[config.mk]
export PLATFORM = sky130hd
export DESIGN_NAME = p25519_fold_cell
export DESIGN_NICKNAME = d
export VERILOG_FILES = /design/src/p25519_pkg.sv /design/src/p25519_fold_cell.sv
export SDC_FILE = /design/constraint.sdc
export NUM_CORES = 1
export LEC_CHECK = 0
export ABC_AREA = 0
export BUFFER_PORTS_ARGS = -buffer_cell sky130_fd_sc_hd__buf_4
export CAP_MARGIN = 20
export CORE_MARGIN = 8
export CORE_UTILIZATION = 40
export DETAILED_ROUTE_END_ITERATION = 8
export GPL_ROUTABILITY_DRIVEN = 0
export GPL_TIMING_DRIVEN = 0
export PLACE_DENSITY = 0.69
export SYNTH_ARGS = -nofsm -noshare
export SYNTH_HDL_FRONTEND = slang
export SYNTH_SLANG_ARGS = --single-unit
[constraint.sdc]
create_clock -name i_clk -period 14 [get_ports i_clk]
set_input_delay 1.4 -clock i_clk [delete_from_list [all_inputs] [get_ports i_clk]]
set_output_delay 1.4 -clock i_clk [all_outputs]
set_load 0.02 [all_outputs]
[src/p25519_pkg.sv]
`timescale 1ns / 1ps

package p25519_pkg;

    localparam int DigitW = 32;
    localparam int WordW  = 256;
    localparam int AccW   = 257;
    localparam int TopW   = 8;

    // operation codes
    localparam logic [1:0] KIND_ADD = 2'd0;
    localparam logic [1:0] KIND_SUB = 2'd1;
    localparam logic [1:0] KIND_MUL = 2'd2;

    // 2^256 is congruent to this modulo 2^255-19
    localparam logic signed [15:0] FOLD_K = 16'sd38;

    // data moving down the multiplier chain
    typedef struct packed {
        logic               valid;
        logic [1:0]         kind;
        logic [WordW-1:0]   a;
        logic [WordW-1:0]   b;
        logic [AccW-1:0]    acc;
        logic [WordW-1:0]   lo;
    } t_mul_bus;

    // value as low word plus a small signed multiple of 2^256
    typedef struct packed {
        logic                   valid;
        logic [WordW-1:0]       low;
        logic signed [TopW-1:0] top;
    } t_fold_bus;

endpackage

[src/p25519_fold_cell.sv]
`timescale 1ns / 1ps

module p25519_fold_cell
    import p25519_pkg::*;
(
    input  logic      i_clk,
    input  logic      i_rst_n,
    input  logic      i_en,
    input  t_fold_bus i_bus,
    output t_fold_bus o_bus
);

    t_fold_bus          r_bus, n_bus;
    logic signed [15:0] w_m;
    logic signed [265:0] w_s;

    // low + 38 * top, split again into low word and overflow
    always_comb begin
        w_m       = 16'(i_bus.top) * FOLD_K;
        w_s       = $signed({10'b0, i_bus.low}) + 266'(w_m);
        n_bus     = i_bus;
        n_bus.low = w_s[WordW-1:0];
        n_bus.top = w_s[WordW+TopW-1:WordW];
    end

    always_ff @(posedge i_clk) begin
        if (!i_rst_n) begin
            r_bus.valid <= 1'b0;
        end else if (i_en) begin
            r_bus <= n_bus;
        end
    end

    assign o_bus = r_bus;

endmodule

==> results by group <==
Status
  • Status: finished, final reports clean

Setup path
  • Worst R2R End: o_bus[264]$_SDFFE_PN0P_
  • Worst path required time: between 10000 and 15000 ps
  • Critical Path End Type: flip-flop
  • CP Data Arrival Time: between 10000 and 15000 ps
  • CP max-delay cell: a211oi_1
  • Worst r2r src: o_bus[264]$_SDFFE_PN0P_
  • Most frequent CP cell: ha_1
  • CP Max Fanout: about 150
  • R2r worst-path depth: 2
  • R2R setup slack: roughly 13000 ps
  • Setup Crit Path Kind: input pin to flip-flop
  • Max stage delay on crit path: between 800 and 900 ps
  • Critical Path Start Type: input pin

Routing
  • Routed vias: about 32000
  • DRT Wirelength: approximately 120000 um
  • DRC viols: 0
  • Starting DRC count in detailed routing: just under 4000
  • Number of antenna-violating nets in the routed design: 0
  • Pre-antenna DRT Iters: 6
  • Routed WL per cell: 23.40 um
  • Vias per cell: 6.071

CTS
  • Clock Latency Late Sink: between 500 and 600 ps
  • H-Tree Depth: 2
  • CTS tree: done
  • Root Driver: clkbuf_16
  • Clk pin slew, worst setup/hold paths: 60 ps
  • Postcts setup bufs: 0
  • Cts hold-fix bufs: 0
  • # resized after CTS: 0
  • Clk sinks: between 200 and 300
  • Deepest clock path buffer count: 3
  • Num CTS Buffers: 34

Synthesis
  • EDFF count, synth: between 200 and 300
  • Ys Warns: 0
  • Largest family of logic cells by synthesized area: compound AO/OA/AOI/OAI gates
  • Fraction of registers with async set/reset: 0
  • Synthesized netlist cell count: around 3700
  • Mux share of post-synthesis cell area: 0.001071
  • #FFs+latches synth: roughly 260
  • Post-Synth Adder-Cell Area: 0.1365
  • Synthesized area: 29200 sq um
  • XOR/XNOR Fraction of Synth Area: 0.07798
  • Syn Area/Cell: 7.961 sq um
  • Post-Syn Nets: approximately 4300
  • Simple-gate share of the synthesized area: 0.2023
  • Register area share after synthesis: 0.2660
  • Yosys cell types: between 100 and 150
  • Ys flop type: edfxtp_1
  • Compound-Gate Fraction of Synth Area: 0.2796

Power
  • Sw frac: 0.4473
  • Switch Pwr: ~1.9 mW
  • Maximum vdd drop: 0.09086 mV
  • Register share of total power: 0.260
  • Total internal power: ~2.3 mW
  • Leak: about 14 nW
  • Clock share of power: 0.200
  • Gate power share: 0.540
  • Power, Total: between 4 and 5 mW
  • Power Dens Cells: roughly 120 nW/um^2

Finish
  • Multi-input logic area: just over 20000 sq um
  • Design Area, Final: ~36000 sq um
  • Layout cell share with drive strength beyond 1: 0.1703
  • Final nets: 4825
  • Max reg flops: 259
  • Fill cell count: 7116
  • Layout area overhead: 21.93%
  • Register Area: approximately 7800 sq um

Place
  • DP HPWL: ~100000 um
  • Placed Area: 34540 sq um
  • PortBufs: about 530

Floorplan
  • Starting Density: 0.4023
  • Die area: between 80000 and 90000 sq um
  • Core area: approximately 73000 sq um
  • Ports: roughly 530
  • Die boundary width: ~290 um
  • Row count: 99
  • Die Y: 286.2 um

Timing
  • Final period util: 0.7447
  • Final Max Slew Viols: 0
  • Fin crit period: about 10000 ps
  • Slew HR: 0.3115
  • WHS: 531.8 ps
  • Setup TNS: 0 ps
  • Fin. Hold Viols: 0
  • Clock Skew: 0 ps
  • Setup violations, final: 0
  • Worst-margin pin slew: ~1000 ps
  • RSZ-0062 raised after global routing: false
  • FMAX: around 96 MHz

Min path
  • HP Start: o_bus[264]$_SDFFE_PN0P_
  • Worst hold path type: flip-flop to flip-flop
  • Hold path endpoint: o_bus[264]$_SDFFE_PN0P_
  • Hold Path Depth: 2

Global route
  • Total grt overflow: 0
  • Antenna violations before repair: 17
  • Pin count of the biggest net entering global routing: around 150
  • Vias in the first global route: between 20000 and 30000
  • First-pass GRT wire length: 179800 um
  • Global Route Usage Sum: 0.2813

Flow run
  • Max-cap violations: 0
==> cells in the mapped netlist, types with 106 or more instances <==
| library cell | instances | area (sq um) |
|---|---|---|
| xnor2_1 | 154 | 1349 |
| nor2_1 | 338 | 1269 |
| xor2_1 | 106 | 928.4 |
| inv_1 | 115 | 431.7 |
| edfxtp_1 | 258 | 7747 |
| nand2_1 | 397 | 1490 |
| a21o_1 | 128 | 960.9 |
| nand4_1 | 178 | 1114 |
| o21ai_0 | 288 | 1441 |
| a21oi_1 | 504 | 2522 |
| ha_1 | 309 | 3866 |
==> cell families (layout without fill, tap and decap cells) <==
logic type	count (synthesis)	after routing
and+or+nand+nor	1251	1251
adders and majority gates	315	315
buffers and inverters	264	860
muxes	3	3
AOI/OAI and AO/OA	1316	1316
other	0	10
xor gates and xnor gates	260	260
DFF	259	259
==> worst max-delay path: cells and delay by family <==
kind / cells / cell delay [ps]
XOR/XNOR: 2 / 970
AO/OA/AOI/OAI: 11 / 3540
AND/OR/NAND/NOR: 7 / 1350
buffers and inverters: 4 / 1380
adder cells (fa/ha/maj): 5 / 1860
==> power groups by stage <==
| stage | Clock (mW) | Combinational [mW] | Sequential, mW |
|---|---|---|---|
| after CTS | 0.861 | 2.21 | 1.09 |
| final | 0.840 | 2.26 | 1.09 |
| after global placement | 0 | 2.18 | 1.11 |
| after detailed placement | 0 | 2.19 | 1.10 |
| after global routing | 0.889 | 2.42 | 1.10 |
| after floorplan | 0 | 1.28 | 1.26 |
==> layout make-up <==
class / instances / area share
multi-input cells: 3145 / 0.5721
flip-flops and latches: 259 / 0.2182
repair buffers: 538 / 0.1162
well taps: 959 / 0.03370
clock buffers: 38 / 0.02491
plain buffers: 149 / 0.01789
inverters: 115 / 0.01233
clock inverters: 20 / 0.004076
diodes: 10 / 0.0007028
==> cells in the final DEF, fill, tap and decap left out, types with 65 or more instances in the layout <==
| cell | n |
|---|---|
| buf_4 | 538 |
| a21oi_1 | 504 |
| nand2_1 | 397 |
| nor2_1 | 338 |
| ha_1 | 309 |
| o21ai_0 | 288 |
| edfxtp_1 | 258 |
| nand4_1 | 178 |
| xnor2_1 | 154 |
| a21o_1 | 128 |
| inv_1 | 114 |
| xor2_1 | 106 |
| clkbuf_1 | 102 |
| o21bai_1 | 99 |
| nor3_1 | 97 |
| nand3_1 | 65 |
==> routing by layer <==
layer	routed length [um]	global-route usage	vias up
li1	-	-	14930
met1	49030	0.3667	14720
met2	52470	0.4339	1783
met3	13540	0.06446	323
met4	7327	0.1428	12
met5	82	0	-
==> through the flow <==
stage | worst slack, ps | cells | utilization
4_1_cts | 3752 | 5222 | 0.4901
3_5_place_dp | 3177 | 5164 | 0.4759
2_1_floorplan | 2022 | 3668 | -
5_1_grt | 3173 | 5232 | 0.4905
3_3_place_gp | -2329 | 5159 | 0.4739
6_report | 3574 | 5233 | 0.4905
==> worst max-delay path by stage <==
stage	start	end	slack, ps	cells past startpoint
3_5_place_dp	i_bus[4]	o_bus[262]$_DFFE_PP_	3180	29
5_1_grt	i_bus[5]	o_bus[262]$_DFFE_PP_	3170	31
4_1_cts	i_bus[4]	o_bus[262]$_DFFE_PP_	3750	29
2_1_floorplan	i_bus[5]	o_bus[218]$_DFFE_PP_	2020	29
3_3_place_gp	i_bus[4]	o_bus[262]$_DFFE_PP_	-2330	27
6_report	i_bus[4]	o_bus[262]$_DFFE_PP_	3570	29
Note: power is estimated with default switching activity, not from simulation.
